$ cat src/hw/rtl/pst_pkg.sv
// Shared types and constants for the priority scheduler.
// Used by pst_ctrl, pst_dpath and priority_schedule_times; no dependencies.
package pst_pkg;

	localparam int MAX_PROCS = 64;
	localparam int IDX_W     = $clog2(MAX_PROCS);
	localparam int CNT_W     = $clog2(MAX_PROCS + 1);
	localparam int ID_W      = 6;
	localparam int ID_SPAN   = 2 ** ID_W;
	localparam int BURST_W   = 16;
	localparam int PRIO_W    = 8;
	localparam int TIME_W    = 22;

	typedef struct packed {
		logic [ID_W-1:0]    id;
		logic [BURST_W-1:0] burst;
		logic [PRIO_W-1:0]  prio;
	} ent_t;

	typedef struct packed {
		logic [TIME_W-1:0] finish;
		logic              has_next;
		logic [IDX_W-1:0]  nxt;
	} link_t;

	typedef enum logic {SRC_IN, SRC_CAND} src_t;
	typedef enum logic [1:0] {RSEL_CTL, RSEL_HEAD, RSEL_NEXT} rsel_t;
	typedef enum logic {HSEL_ENT, HSEL_V} hsel_t;

	typedef struct packed {
		logic             ent_we;
		src_t             ent_wsrc;
		logic [IDX_W-1:0] ent_waddr;
		rsel_t            ent_rsel;
		logic [IDX_W-1:0] ent_raddr;
		logic             cand_ld;
		logic             tot_add;
		logic             tot_clr;
		logic             acc_init;
		logic             link_cap;
		hsel_t            head_rsel;
		logic [ID_W-1:0]  head_v;
		logic             link_we;
		logic [IDX_W-1:0] link_addr;
		logic             hv_clr;
		logic             out_ld;
	} cmd_t;

	typedef struct packed {
		logic swap;
		logic hv_v;
		logic has_next;
	} sts_t;

endpackage

$ cat src/hw/rtl/pst_ctrl.sv
// Controller of the priority scheduler: load, exchange sort, link build and
// emit sequencing. Uses pst_pkg; drives pst_dpath through cmd_t and sts_t.
module pst_ctrl (
	input  logic          clk,
	input  logic          arst_n,
	input  logic          in_valid,
	input  logic          last_job,
	output logic          in_ready,
	output logic          out_valid,
	input  logic          out_ready,
	output logic          out_last,
	output pst_pkg::cmd_t cmd,
	input  pst_pkg::sts_t sts
);
	import pst_pkg::*;

	typedef enum logic [3:0] {
		ST_LOAD, ST_ROW, ST_CAND, ST_SCAN, ST_END,
		ST_LREAD, ST_LHEAD, ST_LWRITE,
		ST_ESCAN, ST_EHEAD, ST_EDATA, ST_EOUT
	} state_t;

	state_t           state_q;
	logic [CNT_W-1:0] cnt_q, k_q, cnt_new;
	logic [IDX_W-1:0] i_q, jc_q, p_q;
	logic [ID_W-1:0]  v_q;
	logic             store, in_acc, out_acc;

	assign in_ready = (state_q == ST_LOAD);
	assign in_acc   = in_valid & in_ready;
	assign out_acc  = out_valid & out_ready;
	assign store    = (cnt_q < CNT_W'(MAX_PROCS));
	assign cnt_new  = store ? cnt_q + CNT_W'(1) : cnt_q;

	always_comb begin
		cmd           = '0;
		cmd.ent_wsrc  = SRC_CAND;
		cmd.ent_rsel  = RSEL_CTL;
		cmd.head_rsel = HSEL_ENT;
		cmd.head_v    = v_q;
		cmd.link_addr = p_q;
		case (state_q)
			ST_LOAD: begin
				cmd.ent_wsrc  = SRC_IN;
				cmd.ent_waddr = cnt_q[IDX_W-1:0];
				cmd.ent_we    = in_acc & store;
				cmd.tot_add   = in_acc & store;
			end
			ST_ROW: begin
				cmd.ent_raddr = i_q;
			end
			ST_CAND: begin
				cmd.cand_ld   = 1'b1;
				cmd.ent_raddr = i_q + IDX_W'(1);
			end
			ST_SCAN: begin
				cmd.ent_we    = sts.swap;
				cmd.ent_waddr = jc_q;
				cmd.cand_ld   = sts.swap;
				cmd.ent_raddr = jc_q + IDX_W'(1);
			end
			ST_END: begin
				cmd.ent_we    = 1'b1;
				cmd.ent_waddr = i_q;
			end
			ST_LREAD: begin
				cmd.acc_init  = 1'b1;
				cmd.ent_raddr = p_q;
			end
			ST_LHEAD: begin
				cmd.link_cap = 1'b1;
			end
			ST_LWRITE: begin
				cmd.link_we   = 1'b1;
				cmd.ent_raddr = p_q - IDX_W'(1);
			end
			ST_ESCAN: begin
				cmd.head_rsel = HSEL_V;
			end
			ST_EHEAD: begin
				cmd.ent_rsel = RSEL_HEAD;
			end
			ST_EDATA: begin
				cmd.out_ld = 1'b1;
			end
			ST_EOUT: begin
				cmd.ent_rsel = RSEL_NEXT;
				cmd.hv_clr   = out_acc & out_last;
				cmd.tot_clr  = out_acc & out_last;
			end
			default: begin
				cmd = '0;
			end
		endcase
	end

	always_ff @(posedge clk or negedge arst_n) begin
		if (!arst_n) begin
			state_q   <= ST_LOAD;
			cnt_q     <= '0;
			k_q       <= '0;
			i_q       <= '0;
			jc_q      <= '0;
			p_q       <= '0;
			v_q       <= '0;
			out_valid <= 1'b0;
			out_last  <= 1'b0;
		end else begin
			case (state_q)
				ST_LOAD: begin
					if (in_acc) begin
						cnt_q <= cnt_new;
						if (last_job) begin
							i_q <= '0;
							p_q <= IDX_W'(cnt_new - CNT_W'(1));
							state_q <= (cnt_new >= CNT_W'(2)) ? ST_ROW : ST_LREAD;
						end
					end
				end
				ST_ROW: begin
					state_q <= ST_CAND;
				end
				ST_CAND: begin
					jc_q    <= i_q + IDX_W'(1);
					state_q <= ST_SCAN;
				end
				ST_SCAN: begin
					if (CNT_W'(jc_q) == cnt_q - CNT_W'(1)) begin
						state_q <= ST_END;
					end else begin
						jc_q <= jc_q + IDX_W'(1);
					end
				end
				ST_END: begin
					if (CNT_W'(i_q) + CNT_W'(2) < cnt_q) begin
						i_q     <= i_q + IDX_W'(1);
						state_q <= ST_ROW;
					end else begin
						p_q     <= IDX_W'(cnt_q - CNT_W'(1));
						state_q <= ST_LREAD;
					end
				end
				ST_LREAD: begin
					state_q <= ST_LHEAD;
				end
				ST_LHEAD: begin
					state_q <= ST_LWRITE;
				end
				ST_LWRITE: begin
					if (p_q == '0) begin
						v_q     <= '0;
						k_q     <= '0;
						state_q <= ST_ESCAN;
					end else begin
						p_q     <= p_q - IDX_W'(1);
						state_q <= ST_LHEAD;
					end
				end
				ST_ESCAN: begin
					if (sts.hv_v) begin
						state_q <= ST_EHEAD;
					end else begin
						v_q <= v_q + ID_W'(1);
					end
				end
				ST_EHEAD: begin
					state_q <= ST_EDATA;
				end
				ST_EDATA: begin
					out_valid <= 1'b1;
					out_last  <= (k_q + CNT_W'(1) == cnt_q);
					state_q   <= ST_EOUT;
				end
				ST_EOUT: begin
					if (out_acc) begin
						out_valid <= 1'b0;
						k_q       <= k_q + CNT_W'(1);
						if (out_last) begin
							cnt_q   <= '0;
							state_q <= ST_LOAD;
						end else if (sts.has_next) begin
							state_q <= ST_EDATA;
						end else begin
							v_q     <= v_q + ID_W'(1);
							state_q <= ST_ESCAN;
						end
					end
				end
				default: begin
					state_q <= ST_LOAD;
				end
			endcase
		end
	end

endmodule

$ cat config.mk
export PLATFORM = sky130hd
export DESIGN_NAME = pst_ctrl
export DESIGN_NICKNAME = d
export VERILOG_FILES = /design/src/hw/rtl/pst_pkg.sv /design/src/hw/rtl/pst_ctrl.sv
export SDC_FILE = /design/constraint.sdc
export NUM_CORES = 1
export LEC_CHECK = 0
export ABC_AREA = 0
export BUFFER_PORTS_ARGS = -buffer_cell sky130_fd_sc_hd__buf_2
export CAP_MARGIN = 30
export CORE_MARGIN = 8
export CORE_UTILIZATION = 53
export DETAILED_ROUTE_END_ITERATION = 16
export PLACE_DENSITY = 0.79
export SKIP_LAST_GASP = 1
export SYNTH_ARGS = -nofsm -noshare
export SYNTH_HDL_FRONTEND = slang
export SYNTH_SLANG_ARGS = --single-unit
$ cat constraint.sdc
create_clock -name clk -period 2.76 [get_ports clk]
set_input_delay 0.138 -clock clk [delete_from_list [all_inputs] [get_ports clk]]
set_output_delay 0.138 -clock clk [all_outputs]
set_load 0.1 [all_outputs]
# Word level (Yosys, flattened, before mapping)
# Index checks and enable logic that the tools add are counted.
[classes]
addsub = 9
n_lt_le_gt_ge = 3
eq_ne = 27
n_mux = 53
n_bitwise = 4
reduce_logical = 19
[ops]
columns = ["op", "n"]
rows = [
  ["$mux 6", 15],
  ["$pmux 6 s3", 3],
  ["$pmux 4 s12", 1],
  ["$mux 7", 6],
  ["$pmux 6 s5", 1],
  ["$mux 4", 7],
  ["$pmux 7 s2", 2],
  ["$ne 2x2->1 const B", 13],
  ["$pmux 6 s2", 2],
  ["$add 6x1->6 const B", 3],
  ["$eq 4x3->1 const B", 4],
  ["$eq 4x4->1 const B", 4],
  ["$add 7x1->7 const B", 2],
  ["$reduce_or 12->1", 1],
  ["$sub 6x1->6 const B", 2],
  ["$reduce_or 11->1", 1],
  ["$reduce_and 5->1", 2],
  ["$reduce_bool 2->1", 5],
  ["$mux 1", 9],
  ["$eq 4x2->1 const B", 2],
  ["$reduce_and 4->1", 2],
  ["$add 6x2->7 const B", 1],
  ["$eq 6x7->1", 1],
  ["$eq 7x7->1", 1],
  ["other kinds (18)", 25],
]
[totals]
ff_bits = 44

# Depth between registers and ports, before layout
[depth]
ltp_word = 7
depth_mapped = 12
mapped_depth_nobuf = 11

# Worst setup path after synthesis
# OpenSTA, ideal clock, no wires.
[synth_timing]
kind = "register to output"
startpoint = "register state_q[0]"
endpoint = "output cmd[18] (netlist name)"
arrival_ns = 4.468
required_time_ns = 2.622
path_slack_ns = -1.846
path_stages_with_launch = 8
cell_sequence = "dfrtp_1 > clkbuf_1 > nand2_1 > nor2_1 > nand3_1 > clkbuf_1 > nor2_1 > buf_4"
[synth_lines]
columns = ["element", "line_no", "source"]
rows = [
  ["start: declaration", "pst_ctrl.sv:23", "state_t state_q;"],
  ["start signal: assignment", "pst_ctrl.sv:116", "state_q <= (cnt_new >= CNT_W'(2)) ? ST_ROW : ST_LREAD;"],
  ["end: declaration", "pst_ctrl.sv:12", "output pst_pkg::cmd_t cmd,"],
]

# Final worst setup path
[layout_timing]
startpoint = "register i_q[1]"
endpoint = "register i_q[4]"
[layout_between]
elab_chain_cells = 4
[layout_lines]
columns = ["element", "line_no", "source"]
rows = [
  ["start: declaration", "pst_ctrl.sv:25", "logic [IDX_W-1:0] i_q, jc_q, p_q;"],
  ["start signal: assignment", "pst_ctrl.sv:136", "i_q <= i_q + IDX_W'(1);"],
  ["$add 6x2->7", "pst_ctrl.sv:135", "if (CNT_W'(i_q) + CNT_W'(2) < cnt_q) begin"],
  ["$lt 7x7->1", "pst_ctrl.sv:135", ""],
  ["$ne 2x2->1 (no source line)", "-", ""],
  ["$reduce_and 4->1 (no source line)", "-", ""],
]
# Parallel ways exist; a longest one is shown, timed or not. The select of a mux whose other input is x is not followed.
# A chain may end at the register's enable or synchronous reset.

==> impl_metrics.tcl <==
set metrics [dict create \
    critPathSlowestCell "dfrtp_1" \
    yosys.cell_types.count 59 \
    fin_hold_ws_ns 0.128 \
    synth-seq-cells 44 \
    slew_violations 0 \
    pwr_density_cell_nw_per_um2 291 \
    drive_above_1_share 0.206 \
    cp-end-kind "flop" \
    synthMuxAreaShare 0.0250 \
    antenna_cells 0 \
    async_reset_ff_frac 1.00 \
    grt_pass1_vias 3968 \
    synth_cells 492 \
    layout.nets 563 \
    grt_pass1_wl_um 19700 \
    dieArea_um2 10100 \
    drt_first_pass_iters 5 \
    dp_hpwl_um 8890 \
    yosys_most_used_dff "dfrtp_1" \
    combPwrFrac 0.107 \
    seq_area_frac_synth 0.290 \
    required_ns 2.95 \
    synthAdderAreaFrac 0.0527 \
    finalSetupViolations 0 \
    wl_per_cell_um 18.6 \
    num_rows 31 \
    drc 0 \
    rsz0062_at_grt "yes" \
    clk_latency_ns 0.31 \
    grt_use_total 0.240 \
    ioPinCount 48 \
    cts.clk_slew.worst_paths_ns 0.09 \
    cp_cell_sequence "ha_4, nand3_1, xnor2_1, ha_1, a21o_1, a221o_1, a21oi_2, a21oi_2, nor3_4, mux2_2" \
    max_cap_viol_count 0 \
    antenna_found_initial 0 \
    setup.worst_path.start_class "flop" \
    die_h_um 101 \
    syn_area_um2 3800 \
    p_int_w 0.000982 \
    vias 4045 \
    worst_slew_pin_slew_ns 0.571 \
    sw_frac_of_total 0.272 \
    start_util 0.536 \
    synth_compound_area_frac 0.239 \
    fin_crit_ns 2.67 \
    grt.overflow.total 0 \
    fmax_ghz 0.375 \
    worstHoldPathType "in -> reg" \
    cp_common_cell "a21oi_2" \
    finalClockSkew_ns 0.0126 \
    portBuffers 47 \
    path_buf_inv 0 \
    ir_drop_uv 179 \
    htreeDepth 2 \
    worst_slack_ns 0.0927 \
    finalPower_w 0.00135 \
    period_share 0.966 \
    synth-edff-count 0 \
    slowest_delay_ns 0.40 \
    ant_nets 0 \
    synth_top_family_by_area "simple AND/OR/NAND/NOR gates" \
    gp_congestion 0.954 \
    root_buffer "clkbuf_8" \
    path_class "reg -> reg" \
    drt_iter0_drc 313 \
    run_status "finished, final reports clean" \
    clock_path_buffers 2 \
    cellLeakagePower_nw 2.03 \
    seqPwrFrac 0.492 \
    yosys.area_share.simple 0.247 \
    synth_xor_area_frac 0.0876 \
    hold_violations 0 \
    yosysWarnings 0 \
    crit_arrival_ns 2.86 \
    path_max_fanout 5 \
    wl_um 11900 \
    coreArea_um2 7100 \
    fin_area_um2 4640 \
    dpl_cell_area_um2 4470 \
    numCtsBuffers 5 \
    switching_power_w 0.000366 \
    cp_top_family "compound AO/OA/AOI/OAI gates" \
    vias_per_cell 6.33 \
    die_x_um 101 \
    tritoncts "built" \
    cts_sinks 44 \
    clkPwrFrac 0.401 \
    syn_to_final_growth_pct 22.0 \
    post-place-ws_ns -0.0249 \
    synth.avg_cell_area_um2 7.73 \
    synth_nets 516 \
    grt_max_degree 24 \
    slew_headroom 0.619 \
]
==> cell type report <==
cell class              instances  area [um^2]
clock buffers                   6         82.6
clock inverters                 2         38.8
fillers                       596         2460
inverters                      17         63.8
multi-input cells             395         2550
flip-flops and latches         44         1100
well taps                      99          124
repair buffers                 76          671
==> synth_stat cells (11+ instances only) <==
library cell	count	area, um^2
a21oi_1	29	145
a31oi_1	11	68.8
and2_1	12	75.1
and3_1	11	68.8
clkbuf_1	26	97.6
dfrtp_1	44	1100
ha_1	16	200
inv_1	17	63.8
nand2_1	56	210
nand3_1	13	65.1
nor2_1	48	180
nor3_1	13	65.1
o21ai_0	42	210
xnor2_1	22	193
xor2_1	16	140
==> worst reg2reg max path, stage by stage, from the launching register on <==
cell and delay, ns:
dfrtp_1 0.40, ha_4 0.18, nand3_1 0.10, xnor2_1 0.15
ha_1 0.29, a21o_1 0.17, a221o_1 0.36, a21oi_2 0.15
a21oi_2 0.10, nor3_4 0.29, mux2_2 0.37
==> layer usage <==
metal  up-vias  part of all wire  track usage
met3        56             0.089       0.0490
met2       235              0.46        0.382
met5         -                 0            0
li1       1841                 -            -
met1      1913              0.41        0.299
met4         0             0.041        0.126
==> placed cells by master (no fill, tap or decap), types with 4 or more instances in the layout <==
cell,n
nand2_1,51
nor2_1,44
dfrtp_1,44
o21ai_0,40
buf_2,34
buf_4,27
a21oi_1,26
xnor2_1,22
inv_1,17
xor2_1,16
ha_1,15
nor3_1,13
nand3_1,13
buf_12,13
and2_1,12
and3_1,11
a31oi_1,11
nand2b_1,9
nand4_1,9
a22oi_1,7
nor2b_1,6
clkbuf_8,6
mux2i_1,5
nand2_2,5
a21o_1,5
o31ai_1,5
mux2_2,4
a221oi_1,4
o22ai_1,4
==> power by group through the flow <==
| stage | registers [W] | clock network (W) | logic (W) |
|---|---|---|---|
| 6_report | 0.000663 | 0.000541 | 0.000144 |
| 2_1_floorplan | 0.000671 | 0 | 0.0000985 |
| 3_3_place_gp | 0.000675 | 0 | 0.000137 |
| 3_5_place_dp | 0.000676 | 0 | 0.000143 |
| 4_1_cts | 0.000663 | 0.000551 | 0.000144 |
| 5_1_grt | 0.000665 | 0.000572 | 0.000152 |
==> registers in the layout, summed over array words and instances, names as in the netlist <==
register	count
v_q	6
out_valid	1
p_q	6
state_q	4
k_q	7
i_q	6
cnt_q	7
out_last	1
jc_q	6
==> per-stage QoR <==
| stage | util | TNS, ns | std cells |
|---|---|---|---|
| 2_1_floorplan | - | -0.763 | 492 |
| 3_3_place_gp | 0.626 | 0 | 628 |
| 3_5_place_dp | 0.629 | -0.0645 | 629 |
| 4_1_cts | 0.649 | 0 | 638 |
| 5_1_grt | 0.653 | -0.0916 | 639 |
| 6_report | 0.653 | 0 | 639 |
==> final timing paths <==
| path | slack, ns | cells after the start | from | endpoint |
|---|---|---|---|---|
| max in group asynchronous | 1.90 | 3 | arst_n | cnt_q[1] |
| worst max register to register | 0.09 | 10 | i_q[1] | i_q[4] |
| worst min-delay path | 0.13 | 3 | out_ready | k_q[3] |
| worst max-delay path | 0.09 | 10 | i_q[1] | i_q[4] |
| min in group asynchronous | 0.34 | 2 | arst_n | v_q[4] |
| worst min register to register | 0.50 | 1 | v_q[4] | v_q[4] |
==> cells by family after synthesis <==
kind of cell               count (synthesis)
adders and majority gates                 16
AOI/OAI and AO/OA                        140
xor gates and xnor gates                  38
muxes                                      9
DFF                                       44
buffers and inverters                     53
and+or+nand+nor                          192
==> timing repair <==
item                                    in CTS  in global routing
gates resized for setup                      1                  6
pin swaps                                    0                  1
hold endpoints to repair                    21                  0
hold buffers                                 1                  0
endpoints found under the setup margin       3                 11
buffers inserted                             0                  1
No activity file was read; power rests on OpenSTA's default activity.
